===== src/design/b64_pkg.sv =====
package b64_pkg;

  localparam int FIFO_DEPTH = 4;

  localparam logic [7:0] PAD_CHAR   = 8'h3d;
  localparam logic [7:0] PLUS_CHAR  = 8'h2b;
  localparam logic [7:0] SLASH_CHAR = 8'h2f;

  typedef enum logic [1:0] {
    KIND_DATA       = 2'd0,
    KIND_OK         = 2'd1,
    KIND_BAD_LENGTH = 2'd2,
    KIND_BAD_CHAR   = 2'd3
  } kind_t;

  // one accepted character's worth of results, handed from front to back
  typedef struct packed {
    logic [2:0][7:0] data;
    logic [1:0]      nbytes;
    logic            has_status;
    kind_t           status;
  } job_t;

  typedef struct packed {
    logic       valid;
    logic [5:0] value;
  } sextet_t;

  function automatic sextet_t sextet_of(input logic [7:0] ch);
    sextet_t s;
    s.valid = 1'b1;
    s.value = 6'd0;
    if (ch >= 8'h41 && ch <= 8'h5a) begin
      s.value = 6'(ch - 8'h41);
    end else if (ch >= 8'h61 && ch <= 8'h7a) begin
      s.value = 6'(ch - 8'h61 + 8'd26);
    end else if (ch >= 8'h30 && ch <= 8'h39) begin
      s.value = 6'(ch - 8'h30 + 8'd52);
    end else if (ch == PLUS_CHAR) begin
      s.value = 6'd62;
    end else if (ch == SLASH_CHAR) begin
      s.value = 6'd63;
    end else begin
      s.valid = 1'b0;
    end
    return s;
  endfunction

endpackage


===== src/design/b64_front.sv =====
module b64_front (
  input  logic          clk,
  input  logic          rst,
  input  logic          accept,
  input  logic [7:0]    char_in,
  input  logic          end_of_string,
  output logic          wr_en,
  output b64_pkg::job_t wr_job
);

  logic [1:0]  qp, qp_next;
  logic [1:0]  lm, lm_next;
  logic [17:0] acc, acc_next;
  logic        pad, pad_next;
  logic        bad, bad_next;

  b64_pkg::sextet_t sx;
  logic [1:0]  qp1;
  logic [1:0]  lm1;
  logic [17:0] acc1;
  logic        pad1, bad1;
  logic        full_group, flush;
  logic [23:0] bits;

  always_comb begin
    sx         = b64_pkg::sextet_of(char_in);
    lm1        = lm + 2'd1;
    qp1        = qp;
    acc1       = acc;
    pad1       = pad;
    bad1       = bad;
    full_group = 1'b0;
    flush      = 1'b0;
    if (!pad) begin
      if (char_in == b64_pkg::PAD_CHAR) begin
        pad1  = 1'b1;
        flush = 1'b1;
      end else if (!sx.valid) begin
        bad1 = 1'b1;
      end else if (qp == 2'd3) begin
        full_group = 1'b1;
      end else begin
        acc1 = {acc[11:0], sx.value};
        qp1  = qp + 2'd1;
      end
    end
    // end of string without pad flushes what is still held
    if (end_of_string && !pad1) begin
      flush = 1'b1;
    end
  end

  always_comb begin
    wr_job            = '0;
    wr_job.status     = b64_pkg::KIND_OK;
    bits              = {acc, sx.value};
    if (full_group) begin
      wr_job.data[0] = bits[23:16];
      wr_job.data[1] = bits[15:8];
      wr_job.data[2] = bits[7:0];
      wr_job.nbytes  = 2'd3;
    end else if (flush) begin
      if (qp1 == 2'd2) begin
        wr_job.data[0] = acc1[11:4];
        wr_job.nbytes  = 2'd1;
      end else if (qp1 == 2'd3) begin
        wr_job.data[0] = acc1[17:10];
        wr_job.data[1] = acc1[9:2];
        wr_job.nbytes  = 2'd2;
      end
    end
    if (end_of_string) begin
      wr_job.has_status = 1'b1;
      if (lm1 != 2'd0) begin
        wr_job.status = b64_pkg::KIND_BAD_LENGTH;
      end else if (bad1) begin
        wr_job.status = b64_pkg::KIND_BAD_CHAR;
      end else begin
        wr_job.status = b64_pkg::KIND_OK;
      end
    end
    wr_en = accept && (wr_job.has_status || wr_job.nbytes != 2'd0);
  end

  always_comb begin
    qp_next  = qp1;
    lm_next  = lm1;
    acc_next = acc1;
    pad_next = pad1;
    bad_next = bad1;
    if (full_group || flush) begin
      qp_next  = 2'd0;
      acc_next = '0;
    end
    if (end_of_string) begin
      qp_next  = 2'd0;
      lm_next  = 2'd0;
      acc_next = '0;
      pad_next = 1'b0;
      bad_next = 1'b0;
    end
  end

  always_ff @(posedge clk) begin
    if (rst) begin
      qp  <= 2'd0;
      lm  <= 2'd0;
      acc <= '0;
      pad <= 1'b0;
      bad <= 1'b0;
    end else if (accept) begin
      qp  <= qp_next;
      lm  <= lm_next;
      acc <= acc_next;
      pad <= pad_next;
      bad <= bad_next;
    end
  end

  a_string_end_clears: assert property (@(posedge clk) disable iff (rst)
    accept && end_of_string |=> qp == 2'd0 && lm == 2'd0 && !pad && !bad)
    else $error("state not cleared after end of string");

  a_pad_holds_nothing: assert property (@(posedge clk) disable iff (rst)
    pad |-> qp == 2'd0 && acc == '0)
    else $error("sextets held after pad");

  a_status_only_at_end: assert property (@(posedge clk) disable iff (rst)
    wr_en && wr_job.has_status |-> end_of_string)
    else $error("status result without end of string");

endmodule


===== src/design/b64_fifo.sv =====
module b64_fifo #(
  parameter int DEPTH = b64_pkg::FIFO_DEPTH
) (
  input  logic          clk,
  input  logic          rst,
  input  logic          wr_en,
  input  b64_pkg::job_t wr_job,
  input  logic          rd_en,
  output b64_pkg::job_t rd_job,
  output logic          full,
  output logic          not_empty
);

  localparam int PTR_W = (DEPTH > 1) ? $clog2(DEPTH) : 1;
  localparam int CNT_W = $clog2(DEPTH + 1);
  localparam logic [PTR_W-1:0] LAST_PTR = PTR_W'(DEPTH - 1);

  b64_pkg::job_t    mem [DEPTH];
  logic [PTR_W-1:0] wr_ptr, rd_ptr;
  logic [CNT_W-1:0] count;

  assign full      = count == CNT_W'(DEPTH);
  assign not_empty = count != '0;
  assign rd_job    = mem[rd_ptr];

  always_ff @(posedge clk) begin
    if (wr_en) begin
      mem[wr_ptr] <= wr_job;
    end
  end

  always_ff @(posedge clk) begin
    if (rst) begin
      wr_ptr <= '0;
      rd_ptr <= '0;
      count  <= '0;
    end else begin
      if (wr_en) begin
        wr_ptr <= (wr_ptr == LAST_PTR) ? '0 : wr_ptr + 1'b1;
      end
      if (rd_en) begin
        rd_ptr <= (rd_ptr == LAST_PTR) ? '0 : rd_ptr + 1'b1;
      end
      if (wr_en && !rd_en) begin
        count <= count + 1'b1;
      end else if (rd_en && !wr_en) begin
        count <= count - 1'b1;
      end
    end
  end

  a_no_overflow: assert property (@(posedge clk) disable iff (rst)
    wr_en |-> !full || rd_en)
    else $error("queue overflow");

  a_no_underflow: assert property (@(posedge clk) disable iff (rst)
    rd_en |-> not_empty)
    else $error("queue underflow");

endmodule


===== src/design/b64_back.sv =====
module b64_back (
  input  logic          clk,
  input  logic          rst,
  input  logic          q_not_empty,
  input  b64_pkg::job_t q_job,
  output logic          q_rd,
  input  logic          pop,
  output logic          empty,
  output logic [7:0]    byte_value,
  output logic [1:0]    kind,
  output logic          last_of_run
);

  b64_pkg::job_t job;
  logic          busy;
  logic [1:0]    idx, idx_next;
  logic [2:0]    total;
  logic          done, take;

  assign empty = !busy;
  assign total = {1'b0, job.nbytes} + {2'b00, job.has_status};
  assign last_of_run = {1'b0, idx} == total - 3'd1;
  assign take  = pop && busy;
  assign done  = take && last_of_run;
  assign q_rd  = q_not_empty && (!busy || done);

  always_comb begin
    if (idx < job.nbytes) begin
      byte_value = job.data[idx];
      kind       = b64_pkg::KIND_DATA;
    end else begin
      byte_value = 8'd0;
      kind       = job.status;
    end
  end

  always_comb begin
    idx_next = idx;
    if (q_rd || done) begin
      idx_next = 2'd0;
    end else if (take) begin
      idx_next = idx + 2'd1;
    end
  end

  always_ff @(posedge clk) begin
    if (q_rd) begin
      job <= q_job;
    end
  end

  always_ff @(posedge clk) begin
    if (rst) begin
      busy <= 1'b0;
      idx  <= 2'd0;
    end else begin
      idx <= idx_next;
      if (q_rd) begin
        busy <= 1'b1;
      end else if (done) begin
        busy <= 1'b0;
      end
    end
  end

  a_idx_in_range: assert property (@(posedge clk) disable iff (rst)
    busy |-> {1'b0, idx} < total)
    else $error("result index beyond job");

endmodule


===== src/design/base64_stream_decoder.sv =====
// Streaming base64 decoder, one character per transfer.
// Input side is a queue write port: drive char_in and end_of_string with push;
// the character is taken at a clock edge where push is high and full is low.
// Result side is a queue read port: while empty is low, byte_value, kind and
// last_of_run show the oldest result; pop high with empty low takes it.
// kind is data, end ok, end bad length or end bad character; the status
// comes after the data of the string's last character, so data bytes of a
// string that ends in a bad status should be discarded.
// Throughput: one character per cycle on the input while full is low;
// results leave one per cycle while pop is high. Four characters give
// three bytes, all written with the fourth character; a last character
// with tail and status may give up to four results.
// A character's results are written into the job queue at the edge that
// took it, then loaded into the result register once that register is free.
// When the receiver stalls, jobs pile up in the job queue and full rises
// once it holds FIFO_DEPTH jobs; no result is ever dropped.
// Reset (synchronous, rst high) empties the queue and clears decoder state.
module base64_stream_decoder #(
  parameter int FIFO_DEPTH = b64_pkg::FIFO_DEPTH
) (
  input  logic       clk,
  input  logic       rst,
  input  logic       push,
  output logic       full,
  input  logic [7:0] char_in,
  input  logic       end_of_string,
  input  logic       pop,
  output logic       empty,
  output logic [7:0] byte_value,
  output logic [1:0] kind,
  output logic       last_of_run
);

  logic          accept;
  logic          wr_en, rd_en, q_not_empty;
  b64_pkg::job_t wr_job, rd_job;

  assign accept = push && !full;

  b64_front u_front (
    .clk           (clk),
    .rst           (rst),
    .accept        (accept),
    .char_in       (char_in),
    .end_of_string (end_of_string),
    .wr_en         (wr_en),
    .wr_job        (wr_job)
  );

  b64_fifo #(
    .DEPTH (FIFO_DEPTH)
  ) u_fifo (
    .clk       (clk),
    .rst       (rst),
    .wr_en     (wr_en),
    .wr_job    (wr_job),
    .rd_en     (rd_en),
    .rd_job    (rd_job),
    .full      (full),
    .not_empty (q_not_empty)
  );

  b64_back u_back (
    .clk         (clk),
    .rst         (rst),
    .q_not_empty (q_not_empty),
    .q_job       (rd_job),
    .q_rd        (rd_en),
    .pop         (pop),
    .empty       (empty),
    .byte_value  (byte_value),
    .kind        (kind),
    .last_of_run (last_of_run)
  );

endmodule

===== config.mk =====
export PLATFORM = sky130hd
export DESIGN_NAME = base64_stream_decoder
export DESIGN_NICKNAME = d
export VERILOG_FILES = /design/src/design/b64_pkg.sv /design/src/design/b64_front.sv /design/src/design/b64_fifo.sv /design/src/design/b64_back.sv /design/src/design/base64_stream_decoder.sv
export SDC_FILE = /design/constraint.sdc
export NUM_CORES = 1
export LEC_CHECK = 0
export ABC_CLOCK_PERIOD_IN_PS = 11550
export BUFFER_PORTS_ARGS = -buffer_cell sky130_fd_sc_hd__buf_2
export CAP_MARGIN = 15
export CORE_MARGIN = 8
export CORE_UTILIZATION = 35
export CTS_CLUSTER_DIAMETER = 200
export CTS_CLUSTER_SIZE = 14
export DETAILED_ROUTE_END_ITERATION = 10
export PLACE_DENSITY = 0.61
export REMOVE_ABC_BUFFERS = 1
export SYNTH_ARGS = -nofsm -noshare
export SYNTH_HDL_FRONTEND = slang
export SYNTH_SLANG_ARGS = --single-unit

===== constraint.sdc =====
create_clock -name clk -period 11.55 [get_ports clk]
set_input_delay 2.31 -clock clk [delete_from_list [all_inputs] [get_ports clk]]
set_output_delay 2.31 -clock clk [all_outputs]
set_load 0.1 [all_outputs]

==> results.py <==
metrics = {
    "floorplanning": {
        "core_area_mm2": 0.0224,
        "die_y_um": 167,
        "die_x_um": 167,
        "dieArea_mm2": 0.0278,
        "rows": 55,
        "io_pins": 26,
        "start_util_pct": 35.4,
    },
    "placed_design": {
        "globalplace.congestion": 0.859,
        "pre_cts_ws_ns": 5.60,
        "hpwl_um": 10300,
        "port_buffers": 25,
    },
    "setup_path": {
        "startpoint_type": "input port",
        "required_ns": 11.90,
        "cp.arrival_ns": 5.92,
        "end_kind": "flop",
        "critPathKind": "in2reg",
        "worstPathMaxFanout": 10,
    },
    "synthesis": {
        "synth_edf_count": 145,
        "ys_ff_latch": 179,
        "synthAdderAreaFrac_pct": 3.25,
        "async_flop_share_pct": 0,
        "synth_area_leaders": "edfxtp_1 55%, dfxtp_1 8.6%, mux4_2 8.2%",
        "yosysTopAreaCellShare_pct": 54.9,
        "synthesis.yosys.warnings": 0,
        "synthDistinctLibCells": 72,
        "syn_area_mm2": 0.00794,
        "synth_top_family_by_area": "compound AO/OA/AOI/OAI gates",
        "synth_compound_area_share_pct": 11.4,
        "synth_xor_area_share_pct": 0.772,
        "synth_simple_gate_area_share_pct": 9.00,
        "synthCells": 543,
        "yosysTopAreaCell": "edfxtp_1",
        "synth_seq_area_share_pct": 63.4,
        "muxShareOfSynthArea_pct": 9.99,
        "ys.flop_type": "edfxtp_1",
        "avgSynthCellArea_um2": 14.6,
    },
    "cts": {
        "clock-sinks": 179,
        "clkSlewWorstSetupHoldPaths_ns": 0.06,
        "postCtsHoldBufs": 0,
        "postCtsSetupRepairBufs": 0,
        "htree_levels": 4,
        "ctsResizeCount": 0,
        "cts_buffers": 17,
        "clock_latency_ns": 0.42,
        "cts-root-buf": "clkbuf_16",
        "clk_path_buf_depth": 2,
        "cts_tree": "done",
    },
    "cells_and_area": {
        "area_growth_pct": 12.4,
        "finalNetCount": 600,
        "fillers": 2089,
        "n_antenna_cell": 0,
        "drive_gt1_share_pct": 18.7,
    },
    "route": {
        "wl_per_cell_um": 18.6,
        "drt-vias-per-instance": 5.42,
        "drtIter0Drc": 416,
        "drtPass1Iterations": 6,
        "num_vias": 4684,
        "routed_wl_um": 16000,
        "ant_nets": 0,
        "drcViolationCount": 0,
    },
    "timing": {
        "setup_viol": 0,
        "finalWorstSetupSlack_ns": 5.98,
        "slew_viol_final": 0,
        "fin_crit_ns": 5.57,
        "max_slew_margin_pct": 40.3,
        "whs_ns": 0.469,
        "fmax_mhz": 180,
        "finalCritPeriodShare_pct": 48.2,
        "tightest_slew_ns": 0.894,
        "tns_ns": 0,
        "fin_worst_skew_ns": 0.00856,
        "rsz0062_at_grt": "no",
        "final_hold_viol_count": 0,
    },
    "global_routing": {
        "grt_max_degree": 35,
        "grtUsageTotal_pct": 11.6,
        "antenna_found_initial": 0,
        "grt_pass1_wl_um": 25700,
        "gr-total-overflow": 0,
        "grt_pass1_vias": 4766,
    },
    "hold_path": {
        "hp-class": "reg2reg",
    },
    "power_and_ir_drop": {
        "p_per_area_mw_per_mm2": 226,
        "peakVddDrop_uv": 110,
        "leakage_nw": 2.97,
    },
    "job": {
        "maxCapViolCount": 0,
    },
    "outcome": {
        "run_status": "complete, no violations",
    },
}
## critical path, stage by stage
cell and delay, ns:
buf_2 0.18, inv_1 0.11, ha_1 0.28, a21o_1 0.26, a311o_1 0.40, a21o_4 0.27
a21oi_1 0.44, or2_1 0.23, o21a_1 0.12, ha_1 0.17, inv_1 0.07, fa_1 0.42
xor2_1 0.18, or3_1 0.31, a21oi_1 0.14
## state kept, by name, summed over array words and instances (netlist names)
signal / flops
u_back.busy: 1
u_back.idx: 2
u_back.job: 29
u_fifo.count: 3
u_fifo.mem: 116
u_fifo.rd_ptr: 2
u_fifo.wr_ptr: 2
u_front.acc: 18
u_front.bad: 1
u_front.lm: 2
u_front.pad: 1
u_front.qp: 2
## through the flow
step                      area (um2)  cells  util, %  total power, mW
after floorplan                 7830    520        -             1.35
after global placement          8360    833     37.2             1.48
after detailed placement        8360    833     37.2             1.49
after CTS                       8920    864     39.8             2.04
after global routing            8920    864     39.8             2.10
final                           8920    864     39.8             2.01
## synth_stat cells (all sizes together) (8+ instances only)
master	instances
a31oi	9
and2	14
nor2	41
mux2i	14
a21oi	30
a22o	20
nand3	10
nand2	23
ha	19
a221o	10
mux4	29
nor2b	8
edfxtp	145
dfxtp	34
buf	10
o21ai	13
inv	17
nor3	12
clkbuf	13
## path summary, 6_finish.rpt
path / to / slack, ns / cells after the start / from
hold / removal: u_front.lm[1] / 0.47 / 2 / u_front.lm[1]
setup reg to reg: u_fifo.count[2] / 8.07 / 12 / u_back.idx[1]
setup / recovery: u_fifo.count[2] / 5.98 / 15 / char_in[2]
hold reg to reg: u_front.lm[1] / 0.47 / 2 / u_front.lm[1]
## metal layers
metal	vias to the layer above	share of wire (%)	GRT usage, %	wire [um]
li1	2190	-	-	-
met1	2355	46	14.8	7370
met2	119	49	19.2	7850
met3	20	3.7	2.60	591
met4	0	1.4	4.11	231
met5	-	0	0	0
## layout by cell type (no fill, tap or decap), types with 3 or more instances in the layout
cell / count
dfxtp_1: 32
inv_1: 17
buf_2: 25
clkbuf_16: 17
clkinvlp_4: 3
o21ai_0: 10
nand2_1: 23
o21ai_1: 3
edfxtp_1: 145
nor2b_1: 8
a221o_1: 9
and3_1: 5
nand2b_1: 5
clkinv_1: 4
a22o_1: 20
xnor2_1: 4
and2_1: 13
xor2_1: 3
ha_1: 19
mux4_2: 29
buf_4: 3
a31oi_1: 9
a21oi_1: 27
nor3_1: 9
o311a_2: 4
nor3_4: 3
mux2i_1: 14
nor2_1: 39
nand3_1: 10
## power by group
part	switching [mW]	internal [mW]
registers	0.0487	0.810
logic	0.440	0.164
clock network	0.235	0.316
total	0.724	1.29
## final cells by class
type / count / area [um2] / share of cell area (%)
flip-flops and latches: 179 / 5040 / 56.5
clock inverters: 14 / 139 / 1.56
inverters: 18 / 67.6 / 0.757
repair buffers: 28 / 148 / 1.66
multi-input cells: 323 / 2750 / 30.8
clock buffers: 17 / 425 / 4.77
well taps: 285 / 357 / 4.00
## kinds of logic (layout without fill, tap and decap cells)
kind of cell    Yosys count  count (layout)
flops                   179             179
simple gates            133             133
compound gates          120             120
mux                      43              43
buf+inv                  41              77
fa+ha+maj                20              20
xor+xnor                  7               7
(Power assumes the default switching activity.)
